## src/rtl/irmt_ram.sv

```systemverilog
module irmt_ram #(
    parameter int WIDTH = 8,
    parameter int DEPTH = 16
) (
    input  logic                     i_clk,
    input  logic                     i_we,
    input  logic [$clog2(DEPTH)-1:0] i_waddr,
    input  logic [WIDTH-1:0]         i_wdata,
    input  logic [$clog2(DEPTH)-1:0] i_raddr,
    output logic [WIDTH-1:0]         o_rdata
);
    logic [WIDTH-1:0] r_mem [DEPTH];
    logic [WIDTH-1:0] r_rdata;

    always_ff @(posedge i_clk) begin
        if (i_we) begin
            r_mem[i_waddr] <= i_wdata;
        end
        r_rdata <= r_mem[i_raddr];
    end

    assign o_rdata = r_rdata;
endmodule

```

## config.mk

```make
export PLATFORM = sky130hd
export DESIGN_NAME = irmt_ram
export DESIGN_NICKNAME = d
export VERILOG_FILES = /design/src/rtl/irmt_ram.sv
export SDC_FILE = /design/constraint.sdc
export NUM_CORES = 1
export LEC_CHECK = 0
export BUFFER_PORTS_ARGS = -buffer_cell sky130_fd_sc_hd__clkbuf_2
export CAP_MARGIN = 20
export CORE_UTILIZATION = 54
export CTS_CLUSTER_DIAMETER = 50
export DETAILED_ROUTE_END_ITERATION = 8
export PLACE_DENSITY_LB_ADDON = 0.12
export SKIP_LAST_GASP = 1
export SLEW_MARGIN = 10
export SYNTH_ARGS = -nofsm -noshare
export SYNTH_HDL_FRONTEND = slang
export SYNTH_SLANG_ARGS = --single-unit
```

## constraint.sdc

```tcl
create_clock -name i_clk -period 2.6 [get_ports i_clk]
set_input_delay 0.52 -clock i_clk [delete_from_list [all_inputs] [get_ports i_clk]]
set_output_delay 0.52 -clock i_clk [all_outputs]
set_load 0.005 [all_outputs]
```

==> results of run 1 <==
-- worst register-to-register path: stages, from the launching register on --
cell and delay, ns:
sky130_fd_sc_hd__edfxtp_1 0.37, sky130_fd_sc_hd__mux4_1 0.56, sky130_fd_sc_hd__a22oi_1 0.23, sky130_fd_sc_hd__nand2_1 0.10
-- flip-flops by register name (all words and copies together), names as in the netlist --
signal and count:
o_rdata 8, r_mem 128
-- placed cells by master, fill, tap and decap left out, types with 2 or more instances in the layout --
cell / n
sky130_fd_sc_hd__a22oi_1: 16
sky130_fd_sc_hd__bufinv_16: 4
sky130_fd_sc_hd__nand2_1: 9
sky130_fd_sc_hd__nor2_1: 13
sky130_fd_sc_hd__nand3b_1: 2
sky130_fd_sc_hd__clkbuf_16: 16
sky130_fd_sc_hd__buf_12: 2
sky130_fd_sc_hd__clkinv_2: 4
sky130_fd_sc_hd__dfxtp_1: 8
sky130_fd_sc_hd__edfxtp_1: 128
sky130_fd_sc_hd__clkbuf_1: 4
sky130_fd_sc_hd__nor3_1: 4
sky130_fd_sc_hd__mux4_2: 18
sky130_fd_sc_hd__buf_4: 17
sky130_fd_sc_hd__nand2b_1: 2
sky130_fd_sc_hd__clkbuf_2: 25
sky130_fd_sc_hd__clkbuf_8: 2
sky130_fd_sc_hd__mux4_1: 14
-- cells in the mapped netlist --
master	instances	area [um2]
sky130_fd_sc_hd__nand2_1	9	33.8
sky130_fd_sc_hd__nand3b_1	2	15.0
sky130_fd_sc_hd__nand2b_1	2	12.5
sky130_fd_sc_hd__nand3_1	1	5.00
sky130_fd_sc_hd__mux4_2	18	405
sky130_fd_sc_hd__or3b_2	1	8.76
sky130_fd_sc_hd__nor2b_1	1	6.26
sky130_fd_sc_hd__and2_1	1	6.26
sky130_fd_sc_hd__a22oi_1	16	120
sky130_fd_sc_hd__and2b_1	1	7.51
sky130_fd_sc_hd__buf_4	1	7.51
sky130_fd_sc_hd__nor2_1	13	48.8
sky130_fd_sc_hd__buf_2	3	15.0
sky130_fd_sc_hd__buf_6	3	33.8
sky130_fd_sc_hd__mux4_1	14	368
sky130_fd_sc_hd__edfxtp_1	128	3840
sky130_fd_sc_hd__dfxtp_1	8	160
sky130_fd_sc_hd__nor3_1	4	20.0
sky130_fd_sc_hd__clkdlybuf4s25_2	3	30.0
-- power by group through the flow --
stage               clock [mW]  sequential [mW]  combinational (mW)
floorplan                    0             2.51               0.124
global placement             0             2.51               0.221
detailed placement           0             2.51               0.224
CTS                       2.43             2.47               0.226
global route              2.53             2.47               0.241
finish                    2.42             2.47               0.221
-- kinds of logic (layout without fill, tap and decap cells) --
| logic type | after synthesis | in the layout | synth area share |
|---|---|---|---|
| AOI/OAI and AO/OA | 16 | 16 | 0.0233 |
| buffers and inverters | 10 | 76 | 0.0168 |
| DFF | 136 | 136 | 0.778 |
| muxes | 32 | 32 | 0.150 |
| and+or+nand+nor | 35 | 35 | 0.0318 |
-- area by class of cell --
type / instances / area, um2
clock buffers: 22 / 443
clock inverters: 10 / 153
fillers: 643 / 3130
multi-input cells: 83 / 1060
flip-flops and latches: 136 / 4000
well taps: 129 / 161
repair buffers: 44 / 293
-- worst paths after layout --
path / start / endpoint / slack (ns) / depth (start not counted)
worst max-delay path: o_rdata[6]$_DFF_P_ / o_rdata[6] / 1.06 / 1
worst min-delay path: i_wdata[3] / r_mem[9][3]$_DFFE_PP_ / 0.44 / 1
worst max register to register: r_mem[5][1]$_DFFE_PP_ / o_rdata[1]$_DFF_P_ / 1.23 / 3
worst min register to register: r_mem[14][6]$_DFFE_PP_ / o_rdata[6]$_DFF_P_ / 0.67 / 3
-- per-layer routing --
metal | part of all wire | GRT usage | wire length (um) | vias to the layer above
met5 | 0 | 0 | 0 | -
met4 | 0.020 | 0.0837 | 190 | 0
met3 | 0.060 | 0.0654 | 574 | 19
met2 | 0.48 | 0.325 | 4620 | 85
met1 | 0.44 | 0.312 | 4240 | 1251
li1 | - | - | - | 1080
==> flow_results.org, run 1 <==
** Hold path
- Worst hold path class :: in -> reg

** Floorplanning
- The die is 99.6 um tall.
- Die span in x :: 99.6 um
- The core region is 9240 um2.
- Initial core utilization :: 0.557
- Standard-cell rows :: 35
- 26 I/O pins were placed.
- Die footprint :: 9930 um2

** Setup path
- Kind of cell adding the most delay to the critical path :: flip-flops
- Signal arrival time at the worst endpoint :: 1.02 ns
- STA classifies the critical path endpoint as an output port.
- Buf+Inv Stages, Crit Path :: 1
- Maximum fanout along the worst path :: 1
- Setup Crit Path Kind :: reg -> out
- Cell breakdown of the critical path :: clkbuf_2
- In this design, the stage delay of the slowest critical-path cell is 0.36 ns.
- The slowest stage of the critical path is the sky130_fd_sc_hd__dfxtp_1 cell.
- Critical path launch point type :: register
- At the worst endpoint, the required time is 2.08 ns.

** CTS
- The number of setup buffers added after CTS is 0.
- CTS H-Tree Depth :: 4
- After clock tree synthesis, the repair step resized 0 gates.
- CTS placed an instance of sky130_fd_sc_hd__clkbuf_8 at the clock tree root.
- CTS Buffer Depth :: 2
- TritonCTS built the clock tree.
- Latest clock arrival within the worst-skew pair :: 0.52 ns
- Count of hold buffers inserted by post-cts repair :: 0
- TritonCTS created 17 clock buffers.
- The clock net in this run drives a total of 136 sinks.
- CTS clock-pin slew for the worst setup and hold paths :: 0.06 ns

** Placed design
- Inst Count DP :: 392
- After detailed placement, the total cell area comes to 5520 um2.
- Post-placement setup slack :: 0.581 ns
- Estimated wirelength of the detail-placed design :: 5.72 mm
- The count of buffers added on input and output ports is 25.
- The congestion estimate from routability-driven global placement came to 0.702.

** Drt
- Wire length per cell :: 22.7 um
- Number of DRC violations after detailed routing :: 0
- Summing over every cut layer, the via total after detailed routing is 2435.
- Number of violations reported at the end of detailed-routing iteration 0 :: 168
- The first detailed-routing pass took 4 iterations.
- Once detail routing completed, the nets flagged for antenna violations numbered 0.
- DRT Wirelength :: 9.63 mm
- In the routed layout, each cell is associated on average with a via count of 5.74.

** Pwr
- In this run the static leakage power is 2.10 nW.
- The share of total power dissipated in sequential elements is 0.484.
- Proportion of total power due to net switching :: 0.192
- For this design the ratio of total power to cell area is 835 nW/um2.
- Summing internal, switching and leakage power gives 5.11 mW.
- Share of power burned in the clock network :: 0.473
- Cell internal power was estimated by the tool at 4.13 mW.
- The analysis attributes to net switching a power of 0.980 mW.
- Share of power burned in combinational logic :: 0.043
- Across the VDD grid, the largest voltage drop is 0.447 mV.

** Final layout
- Summing all non-filler instances in the final layout gives an area of 6110 um2.
- In the final design database the tool counted 300 nets.
- Fraction of final layout cells sized beyond drive strength 1 :: 0.305
- After the flow finishes, the layout carries non-filler instances totaling 424.
- For this run, the share of the core covered by cells in the final layout is 0.661.
- Synthesis-to-finish area growth :: 18.7%
- N_diodes :: 0

** Timing
- At the pin with the least slew margin, the transition time is 0.744 ns.
- Static timing analysis puts the maximum clock frequency at 648 MHz.
- Max Transition Viols Final :: 0
- The worst path in the final design needs a cycle of 1.54 ns, including I/O delays and setup.
- Final hold violation count :: 0
- Once routing completed, OpenROAD measured the worst setup slack at 1.06 ns.
- Max transition margin :: 0.502
- In the final timing run, aggregate negative setup slack is 0 ns.
- Worst hold slack across all endpoints :: 0.438 ns
- Crit share post-route :: 0.593
- Setup violations remaining at the end of the flow were counted as 0.
- Setup repair after global routing missed its margin :: false
- Clock skew after layout :: 0.00723 ns

** Logic synthesis
- In the synthesized netlist, the number of instances is 229.
- The synthesized design contains 136 register bits.
- Mean post-synth cell area :: 22.5 um2
- Synthesized Nets :: 247
- The Yosys step of the flow raised 0 warnings.
- The mapped netlist covers 5150 um2.
- Unique masters post-synth :: 19
- Share of synthesized area occupied by flip-flops and latches :: 0.778

** GRT
- Entering global routing, the biggest net connects 33 pins.
- Number of global-route vias before repair :: 2500
- The first global-routing pass estimated 14.6 mm of wire.
- Aggregate global-route resource usage :: 0.219
- Aggregate global routing overflow :: 0
- Initial antenna violation count :: 0

** Flow run
- The tool flagged a number of max-cap violations equal to 0.

** Run status
- Result of the run :: completed
Power figures use the tool's default switching activity.
==> run 2: changes to the inputs <==
==> constraint.sdc (replaced) <==
create_clock -name i_clk -period 1.25 [get_ports i_clk]
set_input_delay 0.25 -clock i_clk [delete_from_list [all_inputs] [get_ports i_clk]]
set_output_delay 0.25 -clock i_clk [all_outputs]
set_load 0.005 [all_outputs]
==> run 2 against run 1 <==
Effect of this change:
- the flow now finishes with violations (negative setup slack)
- via count is 4.3% higher
- sequential share of layout area is 2.8 points lower
- critical path depth is 2 higher
- largest cell class unchanged
==> flow_results.org, run 2 (synthesis gave the netlist of run 1 again) <==
** GRT
- The number of global-route vias before repair is 2646 (was 2500).
- Aggregate global-route resource usage :: 0.228 (was 0.219)
- The wire length of the first global-routing pass was 15.2 mm (was 14.6 mm).
- The maximum number of pins on one net before global-route repair was 18 (was 33).
- The initial antenna violation count was 0 (unchanged).
- The aggregate global routing overflow came to 0 (unchanged).

** Floorplanning
- The vertical extent of the die came to 99.6 um (unchanged).
- Initial core utilization :: 0.557 (unchanged)
- Die footprint :: 9930 um2 (unchanged)
- Total I/O pin count :: 26 (unchanged)
- Standard-cell rows :: 35 (unchanged)
- Die span in x :: 99.6 um (unchanged)
- Placeable Area :: 9240 um2 (unchanged)

** Placed design
- Inst Count DP :: 414 (was 392)
- The routability congestion estimate from global placement came to 0.742 (was 0.702).
- Quantity of I/O buffers inserted on ports :: 25 (unchanged)
- Placement-stage cell area :: 5780 um2 (was 5520 um2)
- The HPWL after detailed placement is 6.34 mm (was 5.72 mm).
- Post-placement setup slack :: -0.422 ns (was 0.581 ns)

** Timing
- For the finished layout, the period the worst path requires is 1.32 ns.
- Setup repair after global routing missed its margin :: true (was false)
- The post-route worst hold slack came to 0.160 ns (was 0.438 ns).
- The worst clock skew on the final layout was 0.0108 ns (was 0.00723 ns).
- Crit share post-route :: 1.06
- Final Worst Setup Slack :: -0.0729 ns (was 1.06 ns)
- The count of pins over their slew limit is 0 (unchanged).
- Final hold violation count :: 0 (unchanged)
- Fmax :: 756 MHz
- The transition time of the tightest slew-check pin came to 0.843 ns (was 0.744 ns).
- The worst slew margin relative to its limit was 0.437 (was 0.502).
- The final-report setup violation count is 5 (was 0).

** CTS
- Count of hold buffers inserted by post-cts repair :: 0 (unchanged)
- Root Buffer Master :: sky130_fd_sc_hd__clkbuf_8 (unchanged)
- The clock latency reported for the late side of the worst-skew pair came to 0.51 ns (was 0.52 ns).
- The number of H-tree levels is 4 (unchanged).
- Number of buffers added for setup after CTS :: 0 (unchanged)
- The TritonCTS clock tree is built (unchanged).
- Number of CTS-inserted buffers :: 17 (unchanged)
- The worst-case clock buffer depth came to 2 (unchanged).
- CTS clock-pin slew for the worst setup and hold paths :: 0.06 ns (about the same)
- The TritonCTS sink count was 136 (unchanged).

** Pwr
- Power density relative to cell area :: 1640 nW/um2 (was 835 nW/um2)
- The peak supply drop is 0.901 mV (was 0.447 mV).
- Leakage power :: 2.17 nW (was 2.10 nW)

** Final layout
- N_diodes :: 0 (unchanged)
- The register bank with the most flops is r_mem (unchanged).
- Final non-filler cell total :: 445 (was 424)
- Synthesis-to-finish area growth :: 24.1% (was 18.7%)
- The filler cell count in the final layout is 606 (was 643).
- Final Util :: 0.691 (was 0.661)
- Nets :: 321 (was 300)
- Commonest cells after routing, fill and taps aside: sky130_fd_sc_hd__edfxtp_1, sky130_fd_sc_hd__mux4_2, sky130_fd_sc_hd__buf_4 (was sky130_fd_sc_hd__edfxtp_1, sky130_fd_sc_hd__clkbuf_2, sky130_fd_sc_hd__mux4_2).
- The number of flip-flops in the largest register was 128 (unchanged).
- Leading cell type in the layout, fill and taps excluded :: sky130_fd_sc_hd__edfxtp_1 (unchanged)
- The share of final-layout standard cells stronger than drive strength 1 came to 0.446 (was 0.305).
- Final instance area :: 6390 um2 (was 6110 um2)

** Drt
- Vias :: 2539 (was 2435)
- Remaining number of nets flagged by the antenna check after routing :: 0 (unchanged)
- Detailed Routing Iterations Pass 1 :: 4 (unchanged)
- Wire length per cell :: 22.1 um (was 22.7 um)
- The sum of routed wire length over all layers was 9.86 mm (was 9.63 mm).
- The number of DRC violations after detailed-routing iteration 0 is 145 (was 168).
- The detail-routed via count per cell came to 5.71 (was 5.74).
- The remaining design rule violation count came to 0 (unchanged).

** Run status
- Result of the run :: finished with violations (was completed)
- Failing checks :: negative setup slack

** Setup path
- The maximum fanout encountered on the critical timing path came to 1 (unchanged).
- The element type at the critical path end was a register (was output port).
- The worst endpoint data arrival time came to 1.71 ns (was 1.02 ns).
- Critical path launch point type :: register (unchanged)
- The critical path class was reg -> reg (was reg -> out).
- Crit path required time :: 1.64 ns (was 2.08 ns)

** Flow run
- Max-cap violations :: 0 (unchanged)

** Hold path
- The class of the worst hold path was in -> reg (unchanged).
-- run 2: final timing paths --
check	cells past startpoint	startpoint	endpoint	slack, ns
max reg2reg	3	r_mem[2][2]$_DFFE_PP_	o_rdata[2]$_DFF_P_	-0.07
min	1	i_wdata[1]	r_mem[4][1]$_DFFE_PP_	0.16
max	3	r_mem[2][2]$_DFFE_PP_	o_rdata[2]$_DFF_P_	-0.07
min reg2reg	3	r_mem[14][6]$_DFFE_PP_	o_rdata[6]$_DFF_P_	0.69
-- run 2: critical path, cell delays in order (launching register included) --
cell and delay [ns]:
sky130_fd_sc_hd__edfxtp_1 0.35, sky130_fd_sc_hd__mux4_2 0.46, sky130_fd_sc_hd__a22oi_1 0.31, sky130_fd_sc_hd__nand2_1 0.08
-- run 2: stage by stage --
stage          TNS [ns]  power [mW]
2_1_floorplan     -1.54        5.51
3_3_place_gp     -14.97        5.78
3_5_place_dp     -16.05        5.80
4_1_cts          -0.234        10.6
5_1_grt          -0.552        10.8
6_report         -0.169        10.5
-- run 2: timing repair --
item | 4_1_cts | 5_1_grt
pin swaps | 1 | 1
gates cloned | 0 | 0
resized for setup | 8 | 3
endpoints found under the setup margin | 10 | 10
hold endpoints to repair | 0 | 0
-- run 2: metal layers --
metal / vias to the layer above / GRT usage / part of all wire
met5: - / 0 / 0
met3: 8 / 0.0696 / 0.056
met1: 1323 / 0.288 / 0.41
li1: 1110 / - / -
met4: 0 / 0.0882 / 0.011
met2: 98 / 0.373 / 0.53
-- run 2: area by class of cell --
cell class	count	area [um2]	area share
clock buffer	20	425	0.0666
timing repair buffer	65	557	0.0872
sequential	136	4010	0.627
clock inverter	12	153	0.0239
tap	129	161	0.0253
multi-input combinational	83	1090	0.170
-- run 2: report_power, final --
part	internal, mW	leakage [nW]	switching, mW
Combinational	0.281	0.672	0.295
Sequential	5.10	1.22	0.0332
Clock	3.03	0.272	1.73
Total	8.41	2.17	2.06
==> run 3: changes to the inputs <==
--- a/config.mk
+++ b/config.mk
@@ -10,6 +10,7 @@
 export CORE_UTILIZATION = 54
 export CTS_CLUSTER_DIAMETER = 50
 export DETAILED_ROUTE_END_ITERATION = 8
+export GPL_TIMING_DRIVEN = 0
 export PLACE_DENSITY_LB_ADDON = 0.12
 export SKIP_LAST_GASP = 1
 export SLEW_MARGIN = 10
==> constraint.sdc (replaced) <==
create_clock -name i_clk -period 1.5 [get_ports i_clk]
set_input_delay 0.3 -clock i_clk [delete_from_list [all_inputs] [get_ports i_clk]]
set_output_delay 0.3 -clock i_clk [all_outputs]
set_load 0.005 [all_outputs]
==> run 3 against run 2 <==
Effect of this change:
- the flow now finishes without violations
- clock power shrank 6.5%
- combinational power shrank 30%
- first-iteration DRC count grew 68%
- die area is the same
- cell count shrank 6.1%
- via count shrank 5.8%
- wire length shrank 2.3%
- largest cell class unchanged
==> flow_results.org, run 3 (synthesis gave the netlist of run 1 again) <==
** GRT
- The total global routing track utilization came to 0.215 (was 0.228).
- Initial antenna violation count :: 0 (unchanged)
- Maximum number of pins on one net before global-route repair :: 17 (was 18)
- The number of global-route vias before repair was 2353 (was 2646).
- Global-route wire length before repair :: 14.2 mm (was 15.2 mm)
- The aggregate global routing overflow is 0 (unchanged).

** Setup path
- Cell breakdown of the critical path: clkbuf_2 > or3b_2 > nor2_1 (was mux4_2 > a22oi_1 > nand2_1).
- Number of cells on the worst reg-to-reg path :: 3 (unchanged)
- Longest individual stage delay on the worst path :: 0.64 ns (was 0.46 ns)
- Slowest library cell on the worst path :: sky130_fd_sc_hd__nor2_1 (was sky130_fd_sc_hd__mux4_2)
- The setup slack of the worst register-to-register path was 0.10 ns (was -0.07 ns).
- Critical path launch point type :: input port (was register)
- The critical path class is in -> reg (was reg -> reg).
- Maximum fanout along the worst path :: 8 (was 1)
- Capture instance of the worst register-to-register path :: o_rdata[4]$_DFF_P_ (was o_rdata[2]$_DFF_P_)
- Crit path required time :: 1.63 ns (was 1.64 ns)
- Kind of end point of the critical path :: register (unchanged)
- The worst endpoint data arrival time came to 1.60 ns (was 1.71 ns).
- Capturing instance or port of the critical path :: r_mem[2][2]$_DFFE_PP_ (was o_rdata[2]$_DFF_P_)
- Worst setup path start :: i_waddr[2] (was r_mem[2][2]$_DFFE_PP_)
- Origin of the critical flop-to-flop path :: r_mem[7][4]$_DFFE_PP_ (was r_mem[2][2]$_DFFE_PP_)

** Timing
- Clock skew after layout :: 0.00479 ns (was 0.0108 ns)
- Setup repair after global routing missed its margin: true (unchanged).
- The count of pins over their slew limit was 0 (unchanged).
- The final-report setup violation count is 0 (was 5).
- Slew of the pin with the lowest slew margin :: 0.791 ns (was 0.843 ns)
- Fmax :: 680 MHz
- Crit share post-route :: 0.981
- Final hold violation count :: 0 (unchanged)
- Max transition margin :: 0.471 (was 0.437)
- Minimum period implied by the final worst setup slack :: 1.47 ns
- The post-route worst hold slack was 0.248 ns (was 0.160 ns).

** Pwr
- Overall power after layout :: 9.12 mW (was 10.5 mW)
- The power density relative to cell area was 1490 nW/um2 (was 1640 nW/um2).
- The reported leakage power is 2.08 nW (was 2.17 nW).
- Worst-case vdd ir drop :: 0.890 mV (was 0.901 mV)

** CTS
- The TritonCTS sink count came to 136 (unchanged).
- The total clock buffers created by CTS was 17 (unchanged).
- The TritonCTS clock tree is built (unchanged).
- The worst-case clock buffer depth came to 2 (unchanged).
- Latest clock arrival within the worst-skew pair :: 0.50 ns (was 0.51 ns)
- The total setup buffers inserted after CTS was 0 (unchanged).
- The cell chosen for the clock root is sky130_fd_sc_hd__clkbuf_8 (unchanged).
- CTS H-Tree Depth :: 4 (unchanged)
- The clock transition at the register clock pins on the worst setup and hold paths after CTS came to 0.06 ns (about the same).

** Floorplanning
- Placeable Area :: 9240 um2 (unchanged)
- The die width was 99.6 um (unchanged).
- Die footprint :: 9930 um2 (unchanged)
- Die H :: 99.6 um (unchanged)
- Standard-cell rows :: 35 (unchanged)
- The top-level I/O count is 26 (unchanged).
- Initial core utilization :: 0.557 (unchanged)

** Final layout
- Fraction of final layout cells sized beyond drive strength 1 :: 0.315 (was 0.446)
- Commonest cells after routing, fill and taps aside: sky130_fd_sc_hd__edfxtp_1, sky130_fd_sc_hd__clkbuf_2, sky130_fd_sc_hd__mux4_2 (was sky130_fd_sc_hd__edfxtp_1, sky130_fd_sc_hd__mux4_2, sky130_fd_sc_hd__buf_4).
- N_diodes :: 0 (unchanged)
- Largest register by flop count :: r_mem (unchanged)
- The final instance count without filler cells came to 418 (was 445).
- Synthesis-to-finish area growth :: 18.7% (was 24.1%)
- Flip-flop count of the largest register, all copies and words added :: 128 (unchanged)
- The number of nets in the final layout is 294 (was 321).
- Leading cell type in the layout, fill and taps excluded :: sky130_fd_sc_hd__edfxtp_1 (unchanged)

** Placed design
- The routability congestion estimate from global placement was 0.664 (was 0.742).
- Quantity of I/O buffers inserted on ports :: 24 (was 25)
- The HPWL after detailed placement is 5.98 mm (was 6.34 mm).
- The cell total after placement was 386 (was 414).

** Drt
- The remaining design rule violation count was 0 (unchanged).
- The number of DRC violations after detailed-routing iteration 0 is 243 (was 145).
- DRT Wirelength :: 9.63 mm (was 9.86 mm)
- The post-detailed-route wirelength per cell came to 23.0 um (was 22.1 um).
- Detailed Routing Iterations Pass 1 :: 4 (unchanged)
- Ratio of routed vias to standard cells :: 5.72 (was 5.71)
- Remaining number of nets flagged by the antenna check after routing :: 0 (unchanged)
- The via total after detailed routing is 2393 (was 2539).

** Flow run
- The max-capacitance violation count was 0 (unchanged).

** Hold path
- Worst hold path class :: in -> reg (unchanged)

** Run status
- Result of the run :: completed (was finished with violations)
-- run 3: cell types whose count changed in the layout (fill, tap and decap cells not counted), moves of 6 or more --
| cell | change |
|---|---|
| sky130_fd_sc_hd__a22oi_1 | +6 |
| sky130_fd_sc_hd__buf_4 | -28 |
| sky130_fd_sc_hd__mux4_1 | +14 |
| sky130_fd_sc_hd__a22oi_2 | -6 |
| sky130_fd_sc_hd__buf_12 | -10 |
| sky130_fd_sc_hd__buf_2 | +6 |
| sky130_fd_sc_hd__mux4_2 | -14 |
-- run 3: power by group --
part           switching (mW)  internal, mW
logic                   0.234         0.169
clock network            1.52          2.92
registers              0.0198          4.25
-- run 3: how the worst min path moves through the flow --
stage / from / end / depth (start not counted)
after floorplan: i_wdata[0] / r_mem[0][0]$_DFFE_PP_ / 0
after global placement: r_mem[11][2]$_DFFE_PP_ / o_rdata[2]$_DFF_P_ / 3
after detailed placement: o_rdata[2]$_DFF_P_ / o_rdata[2] / 1
after CTS: i_wdata[6] / r_mem[6][6]$_DFFE_PP_ / 1
after global routing: i_wdata[2] / r_mem[10][2]$_DFFE_PP_ / 1
final: i_wdata[2] / r_mem[11][2]$_DFFE_PP_ / 1
-- run 3: critical path, delay by kind of cell --
kind / cells / cell delay [ns]
buffers and inverters: 1 / 0.10
and+or+nand+nor: 2 / 1.20
-- run 3: layer usage --
| layer | up-vias | share of wire | track usage |
|---|---|---|---|
| met3 | 13 | 0.059 | 0.0576 |
| li1 | 1072 | - | - |
| met4 | 0 | 0.014 | 0.0781 |
| met1 | 1218 | 0.43 | 0.312 |
| met5 | - | 0 | 0 |
| met2 | 90 | 0.49 | 0.318 |
-- run 3: what timing repair did --
action	in CTS	in global routing
setup endpoints to repair	0	8
gates resized for setup	0	1
hold buffers	0	0
-- run 3: stage by stage --
stage / instance area (um2) / utilization / setup WS (ns) / TNS (ns)
after floorplan: 5150 / - / -0.0661 / -1.98
after global placement: 5430 / 0.588 / -0.595 / -41.17
after detailed placement: 5460 / 0.591 / -0.465 / -31.86
after CTS: 6110 / 0.661 / 0.0673 / 0
after global routing: 6110 / 0.661 / -0.0102 / -0.0537
final: 6110 / 0.661 / 0.0285 / 0
-- run 3: area by class of cell --
| class | instances | area, um2 |
|---|---|---|
| clock inverter | 14 | 223 |
| buffer | 10 | 86.3 |
| sequential | 136 | 4000 |
| timing repair buffer | 28 | 143 |
| multi-input combinational | 83 | 1060 |
| fill | 608 | 3130 |
| tap | 129 | 161 |
| clock buffer | 18 | 428 |
